`config.mk`:
```
export PLATFORM = sky130hd
export DESIGN_NAME = pfca_mul
export DESIGN_NICKNAME = d
export VERILOG_FILES = /design/src/hdl/pfca_pkg.sv /design/src/hdl/pfca_mul.sv
export SDC_FILE = /design/constraint.sdc
export NUM_CORES = 2
export LEC_CHECK = 0
export BUFFER_PORTS_ARGS = -buffer_cell sky130_fd_sc_hd__clkbuf_2
export CAP_MARGIN = 0
export CELL_PAD_IN_SITES_DETAIL_PLACEMENT = 1
export CELL_PAD_IN_SITES_GLOBAL_PLACEMENT = 1
export CORE_ASPECT_RATIO = 2
export CORE_UTILIZATION = 40
export CTS_BUF_LIST = sky130_fd_sc_hd__clkbuf_2 sky130_fd_sc_hd__clkbuf_4 sky130_fd_sc_hd__clkbuf_8
export CTS_CLUSTER_DIAMETER = 50
export DETAILED_ROUTE_END_ITERATION = 10
export PLACE_DENSITY = 0.74
export SLEW_MARGIN = 40
export SYNTH_ARGS = -nofsm -noshare
export SYNTH_HDL_FRONTEND = slang
export SYNTH_SLANG_ARGS = --single-unit
```
`constraint.sdc`:
```
create_clock -name clk -period 10 [get_ports clk]
set_input_delay 2 -clock clk [delete_from_list [all_inputs] [get_ports clk]]
set_output_delay 2 -clock clk [all_outputs]
set_load 0.005 [all_outputs]
```
`src/hdl/pfca_pkg.sv`:
```
// Package for the polygon face centroid and area block.
// Holds widths, the sequencer state type, the iteration unit command and
// the saturation helper. Depends on nothing.
package pfca_pkg;

    localparam int COORD_W = 16;
    localparam int DIFF_W  = 17;
    localparam int NRM_W   = 35;
    localparam int NSUM_W  = 40;
    localparam int ROOT_W  = 36;
    localparam int ASUM_W  = 41;
    localparam int WSUM_W  = 58;
    localparam int SQ_W    = 72;
    localparam int MUL_W   = 36;
    localparam int DVD_W   = 58;
    localparam int DVS_W   = 43;
    localparam int REM_W   = 60;
    localparam int STEP_W  = 6;

    localparam logic [STEP_W-1:0] SQRT_STEPS = 6'd36;
    localparam logic [STEP_W-1:0] DIV_STEPS  = 6'd58;

    typedef enum logic [3:0] {
        S_IDLE,
        S_MUL,
        S_SQST,
        S_SQRT,
        S_WMUL,
        S_FIN,
        S_DIV,
        S_DIVW,
        S_EMIT
    } state_t;

    typedef struct packed {
        logic start;
        logic sqrt_mode;
    } iter_cmd_t;

    function automatic logic [COORD_W-1:0] sat_q(input logic neg,
                                                input logic [DVD_W-1:0] q);
        logic [DVD_W-1:0] nq;
        nq = ~q + 1'b1;
        if (neg)
        begin
            if (q > 58'd32768)
                return 16'h8000;
            else
                return nq[COORD_W-1:0];
        end
        else
        begin
            if (q > 58'd32767)
                return 16'h7FFF;
            else
                return q[COORD_W-1:0];
        end
    endfunction

endpackage

```
`src/hdl/pfca_mul.sv`:
```
// Shared signed multiplier with a registered product.
// Depends on pfca_pkg.
module pfca_mul
(
    input  logic                                  clk,
    input  logic signed [pfca_pkg::MUL_W-1:0]     a,
    input  logic signed [pfca_pkg::MUL_W-1:0]     b,
    output logic signed [2*pfca_pkg::MUL_W-1:0]   p
);

    logic signed [2*pfca_pkg::MUL_W-1:0] p_reg;

    always_ff @(posedge clk)
    begin
        p_reg <= a * b;
    end

    assign p = p_reg;

endmodule

```
-- Yosys cells after proc, flatten, opt, wreduce, memory -nomap -nowiden
Cells that the tools add are included.
- bits in registers: 72
- output and inout bits: 72
- word-level logic and storage cells: 2
- multipliers: 1
- operators by type and width (kind ; number):
    $mul A36 B36 Y72 ; 1

-- Longest topological paths before layout
- word-level depth: 1
- gate-level depth with buffers: 30
- mapped depth without buffers: 27

-- Least setup slack after synthesis
Ideal clock, no wire load.
- kind: in2reg
- from: in a[35] (netlist name)
- to: reg p_reg, in the netlist p[69]
- setup time: 131 ps
- data arrival time: 9248 ps
- data required time: 9869 ps
- setup slack: 622 ps
- cell stages on the path: 22
- path buffers: 3
- cell sequence: clkbuf_1 > clkbuf_1 > nand2_1 > inv_1 > fa_1 > fa_1 > fa_1 > fa_1 > fa_1 > fa_1 > fa_1 > fa_1 > ha_1 > clkbuf_1 > a21o_1 > a21o_1 > a21oi_1 > nand2_1 > and3_1 > a211oi_1 > o31ai_1 > xor2_1
- word-level cells in the longest chain between the ends: 1
- ends and longest elaborated chain (element ; RTL line ; text):
    start, declared ; pfca_mul.sv:6 ; input logic signed [pfca_pkg::MUL_W-1:0] a,
    $mul A36 B36 Y72 ; pfca_mul.sv:15 ; p_reg <= a * b;
    end signal, assigned ; pfca_mul.sv:15 ;
    end, declared ; pfca_mul.sv:11 ; logic signed [2*pfca_pkg::MUL_W-1:0] p_reg;
Every way passes these cells.

-- Final worst setup path
- from: in b[1] (netlist name)
- to: reg p_reg, in the netlist p[69]
- word-level cells in the longest chain between the ends: 1
- ends and longest elaborated chain (element ; RTL line ; text):
    start, declared ; pfca_mul.sv:7 ; input logic signed [pfca_pkg::MUL_W-1:0] b,
    $mul A36 B36 Y72 ; pfca_mul.sv:15 ;
Every way passes these cells.

==> results.sh <==
export IMPL_status="finished clean"
export IMPL_cts_hold_buf=0
export IMPL_place_congestion=0.951
export IMPL_hold_violations=0
export IMPL_arrival_ns=10.10
export IMPL_regArea_um2=1440
export IMPL_grt_pass1_vias=42951
export IMPL_max_cap_violations=0
export IMPL_clk_pin_slew_worst_paths_ns=0.11
export IMPL_largest_reg_flops=72
export IMPL_worst_path_stages=28
export IMPL_synth_top_cell_area_share_pct=58.2
export IMPL_start_kind="primary input"
export IMPL_synth_warnings=0
export IMPL_synth_top_cells_by_count="fa_1 (1,379), inv_1 (1,344), nand2_1 (760)"
export IMPL_clockBufferDepth=2
export IMPL_cts_root_buffer="clkbuf_8"
export IMPL_min_period_ns=9.67
export IMPL_synth_seq_cells=72
export IMPL_port_buffers=144
export IMPL_multiInputGateArea_um2=39800
export IMPL_ios=145
export IMPL_nFillCells=13721
export IMPL_drive_gt1_share_pct=8.13
export IMPL_crit_family="adder cells"
export IMPL_yosysUniqueCellTypes=65
export IMPL_synth_most_common_cell="fa_1"
export IMPL_crit_path_max_incr_delay_ns=0.58
export IMPL_core_rowCount=178
export IMPL_muxShareOfSynthArea_pct=0.0448
export IMPL_fp_dieH_um=489
export IMPL_via_per_inst=5.22
export IMPL_path_buf_inv=9
export IMPL_tritoncts="built"
export IMPL_dp_slack_ns=-0.106
export IMPL_cts_buffers_inserted=9
export IMPL_htree_levels=3
export IMPL_syn_nets=6775
export IMPL_crit_path_top_delay_cell="fa_1"
export IMPL_coreArea_um2=118000
export IMPL_nets=6884
export IMPL_fp_dieW_um=245
export IMPL_synth_edf_count=0
export IMPL_crit_fanout=17
export IMPL_postCtsResizedCells=0
export IMPL_synthSimpleGateAreaFrac_pct=15.4
export IMPL_dp_hpwl_um=149000
export IMPL_max_freq_mhz=103
export IMPL_worst_slack_ns=0.331
export IMPL_async_flop_share_pct=0
export IMPL_drt_total_wl_um=170000
export IMPL_netlist_area_um2=47400
export IMPL_hold_class="primary input to flop"
export IMPL_grt_first_pass_wirelength_um=257000
export IMPL_antenna_found_initial=13
export IMPL_wl_per_cell_um=25.2
export IMPL_dr_pass1_iters=4
export IMPL_period_share_pct=96.7
export IMPL_synth_compound_area_share_pct=3.09
export IMPL_drt_antenna_violating_nets=0
export IMPL_critPathRequiredTime_ns=10.43
export IMPL_syn2layout_area_growth_pct=8.09
export IMPL_synth_seq_area_share_pct=3.04
export IMPL_hold_slack_ns=2.00
export IMPL_slew_limit_headroom_pct=42.0
export IMPL_slew_violations=0
export IMPL_initial_core_util_pct=40.3
export IMPL_vias=35287
export IMPL_yosys_top_cells_area="fa_1 (58%), inv_1 (11%), and2_1 (7.4%)"
export IMPL_cp_end_kind="flop"
export IMPL_drt_iter0_drc=1543
export IMPL_gr_total_overflow=0
export IMPL_synthAdderAreaFrac_pct=64.0
export IMPL_yosysTopAreaCell="fa_1"
export IMPL_synth_ff_type="dfxtp_1"
export IMPL_synth_cells=5104
export IMPL_grt_max_degree=37
export IMPL_crit_type="primary input to flop"
export IMPL_cts_sinks=72
export IMPL_die_area_um2=120000
export IMPL_synth_top_family_by_area="adder cells"
export IMPL_post_cts_buffers=0
export IMPL_synth_xor_area_share_pct=1.48
export IMPL_grt_usage_pct=30.0
export IMPL_post_route_drc_count=0
export IMPL_syn_avg_cell_area_um2=9.29
export IMPL_rsz0062_at_grt="no"
export IMPL_setup_viol_count_final=0
export IMPL_worst_slew_pin_slew_ns=0.870
export IMPL_hold_depth=3
logic make-up (layout without fill, tap and decap cells):
family,count (synthesis),count (layout)
other cells,0,9
simple gates,1487,1487
flops,72,72
xor+xnor,80,80
mux,2,2
compound gates,228,228
fa+ha+maj,1598,1598
buf+inv,1637,1751
cell type report:
class                   count  share of cell area (%)
diodes                      9                  0.0439
clock buffers              11                   0.283
clock inverters             5                   0.154
inverters                1344                    9.84
multi-input cells        3395                    77.7
flip-flops and latches     72                    2.81
well taps                1530                    3.73
repair buffers            391                    5.44
worst min-delay path, stage by stage:
cell      delay [ns]
clkbuf_2        0.13
buf_4           0.21
and2_1          0.15
path summary, 6_finish.rpt:
path                  start  endpoint  slack, ns
worst max-delay path   b[1]     p[69]       0.33
worst min-delay path   a[0]      p[0]       2.00
metal layers:
layer  vias up  global-route usage [%]  routed length, um
met5         -                       0                 80
met2      1068                    55.8              94100
li1      14573                       -                  -
met3       700                    4.86               6630
met4         9                    34.8              24200
met1     18937                    24.4              45200
stage by stage:
stage | setup TNS (ns) | util [%] | cell area, um2 | cells
final | 0 | 43.6 | 51300 | 6757
after global routing | 0 | 43.6 | 51300 | 6752
after CTS | 0 | 43.6 | 51200 | 6748
after detailed placement | -0.378 | 43.4 | 51000 | 6732
after global placement | -0.234 | 43.4 | 51000 | 6732
after floorplan | 0 | - | 47400 | 5104
cell usage in the layout (no fill, tap or decap), types with 20 or more instances in the layout:
cell type,Yosys,layout
fa_1,1379,1379
inv_1,1344,1344
nand2_1,760,760
and2_1,559,559
buf_4,1,230
ha_1,219,219
clkbuf_2,0,144
dfxtp_1,72,72
a21oi_1,69,69
xnor2_1,52,52
nor2_1,43,43
a21o_1,37,37
nor2b_1,36,36
o21ai_0,29,29
xor2_1,28,28
nand4_1,20,20
Power is left out: the tool's default activity adds up to more than one toggle a clock period on the data nets, which glitch-free logic cannot reach.
