File: config.mk
export PLATFORM = sky130hd
export DESIGN_NAME = pfca_iter
export DESIGN_NICKNAME = d
export VERILOG_FILES = /design/src/hdl/pfca_pkg.sv /design/src/hdl/pfca_iter.sv
export SDC_FILE = /design/constraint.sdc
export NUM_CORES = 1
export LEC_CHECK = 0
export BUFFER_PORTS_ARGS = -buffer_cell sky130_fd_sc_hd__buf_4
export CAP_MARGIN = 20
export CORE_UTILIZATION = 62
export CTS_BUF_LIST = sky130_fd_sc_hd__clkbuf_2
export DETAILED_ROUTE_END_ITERATION = 12
export PLACE_DENSITY_LB_ADDON = 0.1
export SYNTH_ARGS = -nofsm -noshare
export SYNTH_HDL_FRONTEND = slang
export SYNTH_SLANG_ARGS = --single-unit
File: constraint.sdc
create_clock -name clk -period 7 [get_ports clk]
set_clock_uncertainty 0.2 [all_clocks]
set_input_delay 2.1 -clock clk [delete_from_list [all_inputs] [get_ports clk]]
set_output_delay 2.1 -clock clk [all_outputs]
set_load 0.01 [all_outputs]
File: src/hdl/pfca_pkg.sv
// Package for the polygon face centroid and area block.
// Holds widths, the sequencer state type, the iteration unit command and
// the saturation helper. Depends on nothing.
package pfca_pkg;

    localparam int COORD_W = 16;
    localparam int DIFF_W  = 17;
    localparam int NRM_W   = 35;
    localparam int NSUM_W  = 40;
    localparam int ROOT_W  = 36;
    localparam int ASUM_W  = 41;
    localparam int WSUM_W  = 58;
    localparam int SQ_W    = 72;
    localparam int MUL_W   = 36;
    localparam int DVD_W   = 58;
    localparam int DVS_W   = 43;
    localparam int REM_W   = 60;
    localparam int STEP_W  = 6;

    localparam logic [STEP_W-1:0] SQRT_STEPS = 6'd36;
    localparam logic [STEP_W-1:0] DIV_STEPS  = 6'd58;

    typedef enum logic [3:0] {
        S_IDLE,
        S_MUL,
        S_SQST,
        S_SQRT,
        S_WMUL,
        S_FIN,
        S_DIV,
        S_DIVW,
        S_EMIT
    } state_t;

    typedef struct packed {
        logic start;
        logic sqrt_mode;
    } iter_cmd_t;

    function automatic logic [COORD_W-1:0] sat_q(input logic neg,
                                                input logic [DVD_W-1:0] q);
        logic [DVD_W-1:0] nq;
        nq = ~q + 1'b1;
        if (neg)
        begin
            if (q > 58'd32768)
                return 16'h8000;
            else
                return nq[COORD_W-1:0];
        end
        else
        begin
            if (q > 58'd32767)
                return 16'h7FFF;
            else
                return q[COORD_W-1:0];
        end
    endfunction

endpackage

File: src/hdl/pfca_iter.sv
// Shared iteration unit: restoring square root (two bits a step) and
// restoring division (one bit a step) over one subtractor.
// Depends on pfca_pkg.
module pfca_iter
(
    input  logic                          clk,
    input  logic                          rst_n,
    input  pfca_pkg::iter_cmd_t           cmd,
    input  logic [pfca_pkg::SQ_W-1:0]     src,
    input  logic [pfca_pkg::DVS_W-1:0]    dvs,
    output logic                          busy,
    output logic                          done,
    output logic [pfca_pkg::DVD_W-1:0]    res
);

    logic [pfca_pkg::SQ_W-1:0]   src_reg;
    logic [pfca_pkg::DVS_W-1:0]  dvs_reg;
    logic [pfca_pkg::REM_W-1:0]  rem_reg;
    logic [pfca_pkg::DVD_W-1:0]  res_reg;
    logic [pfca_pkg::STEP_W-1:0] cnt_reg;
    logic                        busy_reg;
    logic                        done_reg;
    logic                        mode_reg;

    logic [pfca_pkg::REM_W-1:0]  shifted;
    logic [pfca_pkg::REM_W-1:0]  trial;
    logic [pfca_pkg::REM_W:0]    diff;
    logic                        ge;

    always_comb
    begin
        if (mode_reg)
        begin
            shifted = {rem_reg[pfca_pkg::REM_W-3:0], src_reg[pfca_pkg::SQ_W-1 -: 2]};
            trial   = {res_reg, 2'b01};
        end
        else
        begin
            shifted = {rem_reg[pfca_pkg::REM_W-2:0], src_reg[pfca_pkg::SQ_W-1]};
            trial   = {{(pfca_pkg::REM_W-pfca_pkg::DVS_W){1'b0}}, dvs_reg};
        end
        diff = {1'b0, shifted} - {1'b0, trial};
        ge   = ~diff[pfca_pkg::REM_W];
    end

    always_ff @(posedge clk or negedge rst_n)
    begin
        if (!rst_n)
        begin
            src_reg  <= '0;
            dvs_reg  <= '0;
            rem_reg  <= '0;
            res_reg  <= '0;
            cnt_reg  <= '0;
            busy_reg <= 1'b0;
            done_reg <= 1'b0;
            mode_reg <= 1'b0;
        end
        else if (cmd.start)
        begin
            src_reg  <= src;
            dvs_reg  <= dvs;
            rem_reg  <= '0;
            res_reg  <= '0;
            mode_reg <= cmd.sqrt_mode;
            cnt_reg  <= cmd.sqrt_mode ? pfca_pkg::SQRT_STEPS : pfca_pkg::DIV_STEPS;
            busy_reg <= 1'b1;
            done_reg <= 1'b0;
        end
        else if (busy_reg)
        begin
            rem_reg <= ge ? diff[pfca_pkg::REM_W-1:0] : shifted;
            res_reg <= {res_reg[pfca_pkg::DVD_W-2:0], ge};
            src_reg <= mode_reg ? {src_reg[pfca_pkg::SQ_W-3:0], 2'b00}
                                : {src_reg[pfca_pkg::SQ_W-2:0], 1'b0};
            cnt_reg <= cnt_reg - 1'b1;
            if (cnt_reg == 6'd1)
            begin
                busy_reg <= 1'b0;
                done_reg <= 1'b1;
            end
        end
        else
        begin
            done_reg <= 1'b0;
        end
    end

    assign busy = busy_reg;
    assign done = done_reg;
    assign res  = res_reg;

endmodule

Word level (Yosys, flattened, before mapping)
Cells that the tools add are included.
Widths: inputs -> output; s select.
{"block": "word_totals", "reg_bits": 241, "latchBits": 0, "ram_bits": 0, "rom_bits": 0, "output_inout_bits": 60, "n_memories": 0}
{"block": "op_classes", "addsub": 2, "multipliers": 0, "n_div": 0, "magnitude_cmp": 0, "eq_ne": 2, "shifts": 0, "n_mux": 19, "n_bitwise": 1, "n_reduce_logical": 1}
{"operator": "$mux 72", "count": 3}
{"operator": "$mux 59", "count": 3}
{"operator": "$mux 60", "count": 2}
{"operator": "$mux 58", "count": 2}
{"operator": "$sub 60x60->61", "count": 1}
{"operator": "$mux 6", "count": 2}
{"operator": "$eq 6x1->1 const B", "count": 1}
{"operator": "$mux 1", "count": 6}
{"operator": "$sub 6x1->6 const B", "count": 1}
{"operator": "$mux 5", "count": 1}
{"operator": "$ne 3x2->1 const B", "count": 1}
{"operator": "$reduce_bool 2->1", "count": 1}
{"operator": "$not 1->1", "count": 1}

Depth between registers and ports, before layout
{"block": "depth", "word_depth": 5, "depth_mapped": 20, "depth_no_buf": 13}

Worst setup path before layout
Ideal clock, no wire load.
{"block": "synth_path", "kind": "register -> register", "startpoint": "register mode_reg", "endpoint": "register rem_reg[8] in the netlist's numbering", "setup_time_ps": 132, "arrival_time_ps": 4483, "t_required_ps": 6668, "slack_ps": 2185, "path_stages_with_launch": 20, "path_cell_list": "dfrtp_1 clkbuf_1 buf_1 buf_1 clkbuf_1 clkbuf_1 mux2i_1 ha_1 clkbuf_2 nand4_2 or2_0 or3_1 o41ai_2 a22oi_1 a21oi_2 or3_4 buf_12 mux2_2 mux2i_1 nor2_1"}
{"block": "synth_via", "elab_chain_len": 5}
{"element": "start: declaration", "line_no": "pfca_iter.sv:23", "source": "logic mode_reg;"}
{"element": "start signal: assignment", "line_no": "pfca_iter.sv:65", "source": "mode_reg <= cmd.sqrt_mode;"}
{"element": "$mux 60", "line_no": "pfca_iter.sv:32", "source": "if (mode_reg)"}
{"element": "$sub 60x60->61", "line_no": "pfca_iter.sv:42", "source": "diff = {1'b0, shifted} - {1'b0, trial};"}
{"element": "$mux 59 *", "line_no": "pfca_iter.sv:72", "source": "rem_reg <= ge ? diff[pfca_pkg::REM_W-1:0] : shifted;"}
{"element": "$mux 59 *", "line_no": "pfca_iter.sv:70", "source": "else if (busy_reg)"}
{"element": "$mux 59 *", "line_no": "pfca_iter.sv:59", "source": "else if (cmd.start)"}
{"element": "end signal: assignment", "line_no": "pfca_iter.sv:72"}
{"element": "end: declaration", "line_no": "pfca_iter.sv:18", "source": "logic [pfca_pkg::REM_W-1:0] rem_reg;"}
Every way passes the cells marked *; elsewhere a longest branch is shown, timed or not. The select of a mux whose other input is x is not followed.
A chain may end at the register's enable or synchronous reset.

Worst setup path after layout
{"block": "layout_path", "startpoint": "register mode_reg", "endpoint": "register rem_reg[51] in the netlist's numbering"}
Same word-level chain as after synthesis.

==> summary.md <==
| Metric | Value |
|---|---|
| Run status | complete, no violations |
| Post-detailed-placement half-perimeter wirelength | 25,200 µm |
| Core Box Area | 25,300 µm² |
| Number of antenna violations at the first check in global routing | 1 |
| Data arrival time of the critical path | 5.82 ns |
| Worst slew margin | 32.4% |
| Pleak | 9.23 nW |
| Dominant cell by count in the synthesized netlist | sky130_fd_sc_hd__dfrtp_1 |
| Total power density per cell area | 361 nW/µm² |
| Final setup vio count | 0 |
| Initial standard-cell utilization of the core | 63.4% |
| Sequential power share | 27.2% |
| Post-placement cell area | 17,300 µm² |
| Fmax achieved | 190 MHz |
| Share of synthesized area occupied by flip-flops and latches | 37.7% |
| Source-to-sink clock delay at the later pin of the worst-skew pair | 0.85 ns |
| Final hold violations | 0 |
| CTS root buffer | sky130_fd_sc_hd__clkbuf_2 |
| Library cells used by synthesis | 77 |
| RSZ-0062 raised after global routing | no |
| Post-CTS setup buffers | 0 |
| Worst reg2reg setup slack | 1.72 ns |
| Total non-filler cell area in the finished layout | 18,000 µm² |
| Most used flip-flop cell after synthesis | sky130_fd_sc_hd__dfrtp_1 |
| Count of final max-slew check failures | 0 |
| H-tree lvl count | 3 |
| CTS hold repair buffers | 0 |
| Number of I/O port buffers | 178 |
| Longest Clk Path Bufs | 3 |
| Nature of the critical path startpoint | register |
| Final worst-path cycle share | 75.4% |
| Die area | 26,500 µm² |
| Number of gates given a new drive strength after cts | 0 |
| Share of post-route cells with drive strength above 1 | 22.2% |
| Number of antenna-violating nets in the routed design | 0 |
| Total nets after synthesis | 1,942 |
| Via count of the first global-routing pass | 12,900 |
| Post-synthesis to final-layout area growth | 12.2% |
| Peak supply drop | 0.246 mV |
| CP Max Fanout | 60 |
| Comb power frac | 56.7% |
| Switching component of the power | 2.86 mW |
| Detailed-routing iteration count for the pre-antenna-repair pass | 6 |
| Setup slack of the critical path after layout | 1.72 ns |
| Global-route wire length before repair | 61,700 µm |
| Non-filler cells, final | 2,268 |
| Critical Path Max Stage Delay | 0.95 ns |
| TritonCTS clock tree | done |
| Cts bufs inserted | 67 |
| Internal cell power | 3.62 mW |
| Switching fraction of total power | 44.2% |
| Asr flop ratio synth | 100% |
| Avg WL per Cell | 16.5 µm |
| Dpl cells | 2,156 |
| Vertical extent of the die | 163 µm |
| Crit Path Class | register to register |
| Required time worst endpoint | 7.54 ns |
| Final period demand of the worst path | 5.28 ns |
| Cell at the slowest stage of the critical path | sky130_fd_sc_hd__dfrtp_4 |
| Clock-pin slew on the worst setup and hold paths | 0.10 ns |
| Per-instance average area after synthesis | 9.10 µm² |
| Worst Max-Slew Pin Slew | 1.01 ns |
| Main area contributors after synthesis | sky130_fd_sc_hd__dfrtp_1 38%, sky130_fd_sc_hd__mux2i_1 12%, sky130_fd_sc_hd__mux2_2 7.2%, sky130_fd_sc_hd__o21ai_0 4.9%, sky130_fd_sc_hd__ha_1 4.8% |
| Synth top cells by count | 241 x sky130_fd_sc_hd__dfrtp_1, 197 x sky130_fd_sc_hd__nand2_1, 195 x sky130_fd_sc_hd__mux2i_1, 186 x sky130_fd_sc_hd__nor2_1, 158 x sky130_fd_sc_hd__o21ai_0 |
| Routed vias/inst | 5.98 |
| DRC violation count after routing | 0 |
| Total power | 6.48 mW |
| Synthesized area | 16,000 µm² |
| Number of nets in the finished design | 2,078 |
| Pre-CTS WS | 1.79 ns |
| Placer congestion estimate | 0.935 |
| Number of cells produced by synthesis | 1,760 |
| Number of flip-flops in the largest register | 72 |
| Pin count of the biggest net entering global routing | 110 |
| Global route total overflow | 0 |
| Area share of the largest cell type after synthesis | 37.7% |
| Iteration-0 DRC count of the detailed router | 1,341 |
| GR Util All Layers | 28.2% |
| EDFF count, synth | 0 |
| Accumulated negative setup slack | 0 ns |
| Die span in x | 163 µm |
| Path type of the worst min-delay path | register to register |
| Std-Cell Rows | 58 |
| Clock sink total | 241 |
| Cell chain of the critical path | buf_4 -> mux2_2 -> ha_1 -> nand4_1 -> a2111oi_0 -> nand3b_1 -> a21bo_2 -> a31oi_2 -> o311ai_1 -> a41oi_1 -> nor3_1 -> o221ai_1 -> o21ai_0 |
| Register bit count reported by yosys | 241 |
| Crit. End Element | register |
| Relative contribution of the clock network to total power | 16.1% |
| Library cell occupying the most area in the post-synthesis netlist | sky130_fd_sc_hd__dfrtp_1 |
| Sum of routed wire length over all layers | 37,400 µm |
| Via count | 13,600 |
| Count of warnings emitted by yosys | 0 |
| Number of top-level design ports | 179 |
| Max-Cap Viols | 0 |
| Fillcell total | 2,037 |
==> power groups by stage <==
stage	combinational [mW]	sequential, mW	clock (mW)
global placement	3.51	1.78	0
floorplan	2.98	1.73	0
CTS	3.61	1.76	1.07
finish	3.67	1.76	1.04
detailed placement	3.59	1.78	0
global route	4.05	1.79	1.14
==> per-layer routing <==
| metal | GRT usage [%] | wire, µm | vias to the layer above |
|---|---|---|---|
| met5 | 0 | 0 | - |
| met4 | 9.13 | 849 | 0 |
| met3 | 5.14 | 2180 | 81 |
| met2 | 44.2 | 17100 | 447 |
| met1 | 39.4 | 17300 | 6427 |
| li1 | - | - | 6600 |
==> placed cells by master (no fill, tap or decap), drive strengths merged, types with 5 or more instances in the layout <==
cell type,synthesis,final
nand3,16,16
and3,11,11
a221oi,5,5
xnor2,34,34
buf,37,194
a211oi,48,48
nand2b,11,11
a21oi,130,130
nor2,187,187
ha,62,62
mux2i,195,195
nor3,18,18
a21o,27,27
o21ai,161,161
o21a,6,6
mux2,103,103
xor2,21,21
o21bai,20,20
nand2,197,197
a31oi,11,11
nand4,20,20
inv,28,28
and2,6,6
dfrtp,241,241
clkinv,0,13
or2,7,7
clkbuf,90,94
o211ai,5,5
==> stage by stage <==
step	util [%]	hold slack (ns)
2_1_floorplan	-	0.272
3_3_place_gp	68.7	0.289
3_5_place_dp	68.7	0.295
4_1_cts	71.1	0.315
5_1_grt	71.1	0.321
6_report	71.1	0.307
==> logic make-up (layout without fill, tap and decap cells) <==
logic type,after synthesis,in the layout,synth area share (%)
other cells,0,1,0
flops,241,241,37.7
buf+inv,155,332,4.32
simple gates,492,492,13.2
xor+xnor,55,55,3.01
mux,298,298,19.4
compound gates,456,456,17.4
fa+ha+maj,63,63,4.97
==> worst paths after layout <==
check,start,to,cells past startpoint
worst max-delay path,mode_reg,rem_reg[51],13
min in group asynchronous,rst_n,src_reg[50],1
worst min register to register,dvs_reg[13],dvs_reg[13],1
worst min-delay path,dvs_reg[13],dvs_reg[13],1
max in group asynchronous,rst_n,res[46],2
worst max register to register,mode_reg,rem_reg[51],13
==> layout make-up <==
class / instances / area [µm²] / area share, %
repair buffers: 194 / 1510 / 8.42
multi-input cells: 1364 / 9290 / 51.7
diodes: 1 / 2.50 / 0.0139
clock buffers: 94 / 470 / 2.62
clock inverters: 16 / 131 / 0.731
well taps: 330 / 413 / 2.30
flip-flops and latches: 241 / 6040 / 33.6
inverters: 28 / 105 / 0.585
==> worst max-delay path, delay by kind of cell (launching register included) <==
family                     cells  cell delay [ns]
adders and majority gates      1             0.40
muxes                          1             0.40
AOI/OAI and AO/OA              7             1.97
DFF                            1             0.95
and+or+nand+nor                3             0.75
buffers and inverters          1             0.50
Note: power is estimated with default switching activity, not from simulation.
